$ cat src/rtl/pmi_pkg.sv
`default_nettype none
// ----------------------------------------------------------------------------
// pmi_pkg
// Shared types, command codes and constants of the 2D point mass integrator.
// ----------------------------------------------------------------------------
package pmi_pkg;

   localparam logic [1:0] CMD_THRUST = 2'd0;
   localparam logic [1:0] CMD_STEP   = 2'd1;
   localparam logic [1:0] CMD_STOP   = 2'd2;
   localparam logic [1:0] CMD_LOAD   = 2'd3;

   localparam int         CSR_IDX_W    = 3;
   localparam logic [2:0] REG_MASS     = 3'd0;
   localparam logic [2:0] REG_GRAVITY  = 3'd1;
   localparam logic [2:0] REG_FRICTION = 3'd2;
   localparam logic [2:0] REG_DT       = 3'd3;

   localparam logic [30:0] MASS_RST = 31'd65536;
   localparam logic [31:0] GRAV_RST = 32'd65536;
   localparam logic [16:0] DT_RST   = 17'd1049;

   localparam logic signed [31:0] S32_MAX = 32'sh7fffffff;
   localparam logic signed [31:0] S32_MIN = 32'sh80000000;

   // datapath operations, one per controller step
   localparam logic [3:0] OP_NONE   = 4'd0;
   localparam logic [3:0] OP_WEIGHT = 4'd1;  // weight, force sums
   localparam logic [3:0] OP_DIVX   = 4'd2;  // start divide x
   localparam logic [3:0] OP_DIVY   = 4'd3;  // start divide y
   localparam logic [3:0] OP_VX     = 4'd4;
   localparam logic [3:0] OP_VY     = 4'd5;
   localparam logic [3:0] OP_DT2    = 4'd6;
   localparam logic [3:0] OP_FRIC   = 4'd7;
   localparam logic [3:0] OP_PVX    = 4'd8;
   localparam logic [3:0] OP_PVY    = 4'd9;
   localparam logic [3:0] OP_PAX    = 4'd10;
   localparam logic [3:0] OP_PAY    = 4'd11;
   localparam logic [3:0] OP_FINISH = 4'd12;

   typedef struct packed {
      logic       load_item;
      logic [1:0] command;
      logic [3:0] op;
   } cmd_type;

   typedef struct packed {
      logic div_busy;
   } status_type;

   function automatic logic signed [31:0] sat32(input logic signed [65:0] x);
      if (x > 66'sd2147483647)       return S32_MAX;
      else if (x < -66'sd2147483648) return S32_MIN;
      else                           return x[31:0];
   endfunction

endpackage
`default_nettype wire

$ cat src/rtl/pmi_controller.sv
`default_nettype none
// ----------------------------------------------------------------------------
// pmi_controller
// Sequences a step: weight, divide x, velocity x, divide y, velocity y, dt^2,
// friction, position terms, then holds the result word until taken.
// ----------------------------------------------------------------------------
module pmi_controller (
   input  wire logic                clock,
   input  wire logic                reset,
   input  wire logic                req_valid,
   output logic                     req_ready,
   input  wire logic [1:0]          req_command,
   output logic                     rsp_valid,
   input  wire logic                rsp_ready,
   output pmi_pkg::cmd_type         cmd,
   input  wire pmi_pkg::status_type status
);
   localparam logic [3:0] S_IDLE = 4'd0;
   localparam logic [3:0] S_WGT  = 4'd1;
   localparam logic [3:0] S_DX   = 4'd2;
   localparam logic [3:0] S_WX   = 4'd3;
   localparam logic [3:0] S_VX   = 4'd4;
   localparam logic [3:0] S_DY   = 4'd5;
   localparam logic [3:0] S_WY   = 4'd6;
   localparam logic [3:0] S_VY   = 4'd7;
   localparam logic [3:0] S_DT2  = 4'd8;
   localparam logic [3:0] S_FR   = 4'd9;
   localparam logic [3:0] S_PVX  = 4'd10;
   localparam logic [3:0] S_PVY  = 4'd11;
   localparam logic [3:0] S_PAX  = 4'd12;
   localparam logic [3:0] S_PAY  = 4'd13;
   localparam logic [3:0] S_FIN  = 4'd14;
   localparam logic [3:0] S_OUT  = 4'd15;

   logic [3:0] state_ff, state_in;
   logic       accept;

   assign req_ready = (state_ff == S_IDLE);
   assign rsp_valid = (state_ff == S_OUT);
   assign accept    = req_valid && req_ready;

   always_comb begin
      state_in      = state_ff;
      cmd.load_item = accept;
      cmd.command   = req_command;
      cmd.op        = pmi_pkg::OP_NONE;
      unique case (state_ff)
         S_IDLE: if (accept && req_command == pmi_pkg::CMD_STEP) state_in = S_WGT;
         S_WGT: begin cmd.op = pmi_pkg::OP_WEIGHT; state_in = S_DX; end
         S_DX:  begin cmd.op = pmi_pkg::OP_NONE; state_in = S_WX; end
         S_WX:  begin cmd.op = pmi_pkg::OP_DIVX; state_in = S_VX; end
         S_VX:  if (!status.div_busy) begin cmd.op = pmi_pkg::OP_VX; state_in = S_DY; end
         S_DY:  begin cmd.op = pmi_pkg::OP_NONE; state_in = S_WY; end
         S_WY:  begin cmd.op = pmi_pkg::OP_DIVY; state_in = S_VY; end
         S_VY:  if (!status.div_busy) begin cmd.op = pmi_pkg::OP_VY; state_in = S_DT2; end
         S_DT2: begin cmd.op = pmi_pkg::OP_DT2; state_in = S_FR; end
         S_FR:  begin cmd.op = pmi_pkg::OP_FRIC; state_in = S_PVX; end
         S_PVX: begin cmd.op = pmi_pkg::OP_PVX; state_in = S_PVY; end
         S_PVY: begin cmd.op = pmi_pkg::OP_PVY; state_in = S_PAX; end
         S_PAX: begin cmd.op = pmi_pkg::OP_PAX; state_in = S_PAY; end
         S_PAY: begin cmd.op = pmi_pkg::OP_PAY; state_in = S_FIN; end
         S_FIN: begin cmd.op = pmi_pkg::OP_FINISH; state_in = S_OUT; end
         S_OUT: if (rsp_ready) state_in = S_IDLE;
         default: state_in = S_IDLE;
      endcase
   end

   always_ff @(posedge clock) begin
      if (reset) state_ff <= S_IDLE;
      else       state_ff <= state_in;
   end
endmodule
`default_nettype wire

$ cat config.mk
export PLATFORM = sky130hd
export DESIGN_NAME = pmi_controller
export DESIGN_NICKNAME = d
export VERILOG_FILES = /design/src/rtl/pmi_pkg.sv /design/src/rtl/pmi_controller.sv
export SDC_FILE = /design/constraint.sdc
export NUM_CORES = 1
export LEC_CHECK = 0
export BUFFER_PORTS_ARGS = -buffer_cell sky130_fd_sc_hd__clkbuf_2
export CAP_MARGIN = 40
export CORE_AREA = 2 2 39 41
export DETAILED_ROUTE_END_ITERATION = 16
export DIE_AREA = 0 0 41 43
export SLEW_MARGIN = 20
export SYNTH_ARGS = -nofsm -noshare
export SYNTH_HDL_FRONTEND = slang
export SYNTH_SLANG_ARGS = --single-unit
$ cat constraint.sdc
create_clock -name clock -period 1.8 [get_ports clock]
set_input_delay 0.36 -clock clock [delete_from_list [all_inputs] [get_ports clock]]
set_output_delay 0.36 -clock clock [all_outputs]
set_load 0.01 [all_outputs]
==> flow_summary.ini, run 1 <==
[sta]
setup_viol = 0
min_period_ps = 1692
slew_viol_final = 0
period_share_pct = 94.01
slew_headroom_pct = 76.44
worst_slack_ps = 107.9
fmax_mhz = 591.0
timing.setup.tns_ps = 0
hold_viol = 0
worst_pin_slew_ps = 352.9
rsz0062_at_grt = yes
clock_skew_ps = 5.880

[worst_setup_path]
start_kind = flip-flop
r2r-start = state_ff[3]
r2r_cells = 3
worstPathRequired_ps = 1440
crit_type = flip-flop to primary output
cp_max_fo = 11
r2r_setup_slack_ps = 500
cp.arrival_ps = 1330
r2r_end = state_ff[0]
end_kind = primary output

[clock_network]
post_cts_buffers = 0
cts_buffers = 3
max-clock-path-buffers = 2
h-tree-depth = 1
cts_sinks = 4
cts_tree = built
worstSkewPairLatency_ps = 240
root_buffer = clkbuf_4
path_clk_slew_ps = 40

[floorplanning]
start_util_pct = 29.20
std_cell_rows = 14
die-area_um2 = 1763
die_x_um = 41
ioPinCount = 16
core_um2 = 1384
fp.dieH_um = 43

[finish]
regMostFlops = state_ff
final_nets = 66
layout_commonest_cell = clkbuf_2
final_cell_mix = clkbuf_2 (15), nand2_1 (3), clkbuf_4 (3), dfxtp_2 (3)
design_area_um2 = 473.0
drive_gt1_share_pct = 49.12
area_growth_pct = 17.03
largest_reg_flops = 4
top_regs = state_ff (4)
diodes = 0

[global_route]
grt_max_degree = 14
grt_pass1_vias = 296
grt_antenna_before_repair = 0
grtUsageTotal_pct = 10.52
gr-total-overflow = 0
grt_pass1_wl_um = 1269

[routing]
detail_route.wl_per_cell_um = 10.08
antenna_left = 0
drt_wl_total_um = 736
drc = 0
drt-initial-drc-count = 5
first_pass_iters = 4
vias_per_cell = 4.781
vias = 349

[placed_design]
dpl_cell_area_um2 = 446.7
io_buffers = 15
hpwlAfterDp_um = 564.7
place_ws_ps = 198.5
gp_congestion = 0.6355

[synth]
synth_top_area_share_pct = 19.81
syn-instance-count = 45
synth_seq_cells = 4
synth_area_leaders = dfxtp_1 (20%), buf_4 (9.3%), buf_6 (5.6%)
netlist_area_um2 = 404.1
synth.distinct_cells = 28
ys_warn_count = 0
syn_avg_cell_area_um2 = 8.981
syn_nets = 52
yosys.area.top_type = dfxtp_1
seq_area_frac_synth_pct = 19.81

[power_and_ir_drop]
finalPower_mw = 0.3377
vdd_ir_drop_max_mv = 0.2453
p_leak_nw = 0.2175
powerDensity_nw_per_um2 = 714.1

[hold_path]
hold_end = state_ff[2]
min_path_cells = 2
hold_path.class = primary input to flip-flop
hp-start = reset

[run]
maxCapViolations = 0

[run_status]
status = complete, no violations
[area by class of cell]
cell class / count / area [um2]
tap: 16 / 20.02
sequential: 4 / 83.83
multi-input combinational: 32 / 256.5
clock buffer: 3 / 22.52
inverter: 2 / 7.507
fill: 145 / 910.9
timing repair buffer: 16 / 82.58
[worst max path at each step]
stage / start / slack [ps] / end / depth (start not counted)
detailed placement: state_ff[1] / 200 / cmd[0] / 4
floorplan: state_ff[2] / 240 / cmd[6] / 4
global placement: state_ff[1] / 230 / cmd[0] / 4
CTS: state_ff[0] / 7 / cmd[2] / 3
global route: state_ff[3] / -7 / cmd[6] / 3
finish: state_ff[1] / 110 / cmd[0] / 4
[stage by stage]
| step | util (%) | hold slack (ps) | std cells |
|---|---|---|---|
| after floorplan | - | 426.2 | 45 |
| after global placement | 32.28 | 606.0 | 70 |
| after detailed placement | 32.28 | 600.2 | 70 |
| after CTS | 34.09 | 338.3 | 73 |
| after global routing | 34.18 | 352.2 | 73 |
| final | 34.18 | 345.3 | 73 |
[logic make-up after synthesis]
family / after synthesis / synth area share, %
buffers and inverters: 9 / 16.72
xor gates and xnor gates: 2 / 4.335
DFF: 4 / 19.82
AOI/OAI and AO/OA: 13 / 26.63
muxes: 2 / 4.954
and+or+nand+nor: 15 / 27.56
[timing repair]
| item | CTS | global route |
|---|---|---|
| hold buffers | 0 | 0 |
| gates resized for setup | 2 | 1 |
| setup endpoints to repair | 1 | 4 |
| cloned | 0 | 0 |
| hold endpoints to repair | 0 | 0 |
[power by group]
| group | switching [mW] | total (mW) | leakage, nW | internal, mW |
|---|---|---|---|---|
| registers | 0.0277 | 0.126 | 0.0338 | 0.0981 |
| clock network | 0.0443 | 0.119 | 0.0138 | 0.0751 |
| logic | 0.0433 | 0.0926 | 0.170 | 0.0494 |
| total | 0.115 | 0.338 | 0.217 | 0.223 |
[cells in the mapped netlist]
cell      count
buf_4         5
dfxtp_1       4
nand2_1       3
a211o_1       2
a21oi_1       2
and3b_1       2
buf_6         2
inv_1         2
mux2i_1       2
o21ai_0       2
o21bai_1      2
a21o_2        1
a221oi_2      1
a22o_1        1
a31oi_1       1
a32oi_2       1
and2_1        1
and2_2        1
and3_1        1
nand3_4       1
nand3b_1      1
nor2_1        1
nor3b_1       1
nor4_2        1
or2b_1        1
or3_1         1
xnor2_1       1
xor2_1        1
[worst max-delay path, cell delays in order (launching register included)]
cell	delay [ps]
dfxtp_2	460
nand2_1	130
a211o_1	280
o21ai_0	70
clkbuf_2	150
[layer usage]
layer,track usage [%],routed length (um),up-vias
met5,0,0,-
li1,-,-,189
met4,8.000,17,0
met3,1.571,21,2
met1,14.70,350,150
met2,13.75,346,8
(Power assumes the default switching activity.)
==> run 2, diff against run 1 <==
==> constraint.sdc (replaced) <==
create_clock -name clock -period 1.6 [get_ports clock]
set_input_delay 0.32 -clock clock [delete_from_list [all_inputs] [get_ports clock]]
set_output_delay 0.32 -clock clock [all_outputs]
set_load 0.01 [all_outputs]
==> run 2 against run 1 <==
Net effect: worst hold slack lost 31 ps; first-iteration DRC count shrank 20%; count of clock-buffer cells in the layout is the same; sequential share of layout area shrank 0.35 points; power grew 18%; setup slack lost 41 ps; routed wire length grew 15%; via count grew 5.4%.
==> flow_summary.ini, run 2 (synthesis gave the netlist of run 1 again) <==
[sta]
slew_headroom_pct = 81.10
timing.setup.tns_ps = 0
period_share_pct = 95.84
worst_pin_slew_ps = 283.5
hold_viol = 0
rsz0062_at_grt = no
fmax_mhz = 652.1
slew_viol_final = 0
setup_viol = 0
min_period_ps = 1533
clock_skew_ps = 11.10

[worst_setup_path]
worstPathRequired_ps = 1280
crit_type = flip-flop to primary output
end_kind = primary output
cp_max_fo = 7
start_kind = flip-flop
r2r_setup_slack_ps = 340
cp.arrival_ps = 1210

[clock_network]
cts_tree = built
root_buffer = clkbuf_4
cts_buffers = 3
max-clock-path-buffers = 2
path_clk_slew_ps = 40
post_cts_buffers = 0
cts_sinks = 4
h-tree-depth = 1
worstSkewPairLatency_ps = 240
hold_buffers = 0

[finish]
drive_gt1_share_pct = 55.74
fin_cells = 77
design_area_um2 = 533.0
fill_cells = 156
layout_commonest_cell = clkbuf_2
area_growth_pct = 31.89
diodes = 0
final_cell_mix = clkbuf_2 (15), nand2_1 (3), clkbuf_4 (3), buf_4 (3), dfxtp_4 (3)
top_regs = state_ff (4)
largest_reg_flops = 4
regMostFlops = state_ff
utilization_pct = 38.52
final_nets = 70

[global_route]
grt_pass1_vias = 371
grt_antenna_before_repair = 0
gr-total-overflow = 0
grtUsageTotal_pct = 12.55
grt_pass1_wl_um = 1490
grt_max_degree = 11

[floorplanning]
die_x_um = 41
core_um2 = 1384
std_cell_rows = 14
start_util_pct = 29.20
ioPinCount = 16
die-area_um2 = 1763
fp.dieH_um = 43

[run]
maxCapViolations = 0

[placed_design]
io_buffers = 15
dpl_cell_area_um2 = 476.7
hpwlAfterDp_um = 663.6
gp_congestion = 0.7226
place_inst = 74

[power_and_ir_drop]
finalPower_mw = 0.3971
internal-power_mw = 0.2655
switching_power_mw = 0.1317
p_clk_share_pct = 31.9
vdd_ir_drop_max_mv = 0.4913
swShare_pct = 33.15
sequentialPowerShare_pct = 33.7
combPwrFrac_pct = 34.5
powerDensity_nw_per_um2 = 745.1
p_leak_nw = 0.2487

[hold_path]
hold_path.class = primary input to flip-flop

[run_status]
status = complete, no violations

[routing]
antenna_left = 0
drc = 0
detail_route.wl_per_cell_um = 10.96
vias = 368
drt-initial-drc-count = 4
drt_wl_total_um = 844
first_pass_iters = 2
vias_per_cell = 4.779
run 2: changes by cell type in the layout (fill, tap and decap cells not counted), sizes merged:
cell / delta
buf: +4
run 2: per-layer routing:
metal	routed length, um	global-route usage (%)	share of wire [%]	vias up
met5	0	0	0	-
met4	0	2.000	0	0
met3	41	7.853	4.9	0
met2	437	18.44	52	8
met1	365	15.43	43	165
li1	-	-	-	195
run 2: worst paths after layout:
kind | startpoint | to | depth (start not counted)
setup / recovery | state_ff[1] | cmd[0] | 4
hold / removal | reset | state_ff[3] | 2
setup reg to reg | state_ff[3] | state_ff[0] | 4
hold reg to reg | state_ff[1] | state_ff[1] | 1
run 2: power by group through the flow:
stage	clock, mW	combinational [mW]	sequential [mW]
2_1_floorplan	0	0.106	0.116
3_5_place_dp	0	0.129	0.131
6_report	0.127	0.137	0.134
4_1_cts	0.133	0.135	0.133
3_3_place_gp	0	0.128	0.131
5_1_grt	0.144	0.150	0.137
run 2: final cells by class:
cell class                 instances  area (um2)  share of cell area, %
clock buffer                       3       22.52                  4.225
inverter                           2       7.507                  1.408
multi-input combinational         32       270.3                  50.70
sequential                         4       92.59                  17.37
tap                               16       20.02                  3.756
timing repair buffer              20       120.1                  22.54
run 2: per-stage QoR:
step | setup WS (ps) | hold slack [ps]
after floorplan | 81.79 | 386.2
after global placement | 165.7 | 551.6
after detailed placement | 168.6 | 556.0
after CTS | 10.63 | 303.6
after global routing | 3.280 | 322.4
final | 66.60 | 314.8
run 2: worst max-delay path, stage by stage (launching register included):
cell      delay (ps)
dfxtp_4          390
nand2_1          100
a211o_1          270
o21ai_0           70
clkbuf_2         150
run 2: what timing repair did:
| action | 4_1_cts | 5_1_grt |
|---|---|---|
| endpoints found under the setup margin | 7 | 4 |
| hold endpoints to repair | 0 | 0 |
| gates cloned | 0 | 0 |
| gates resized for setup | 4 | 7 |
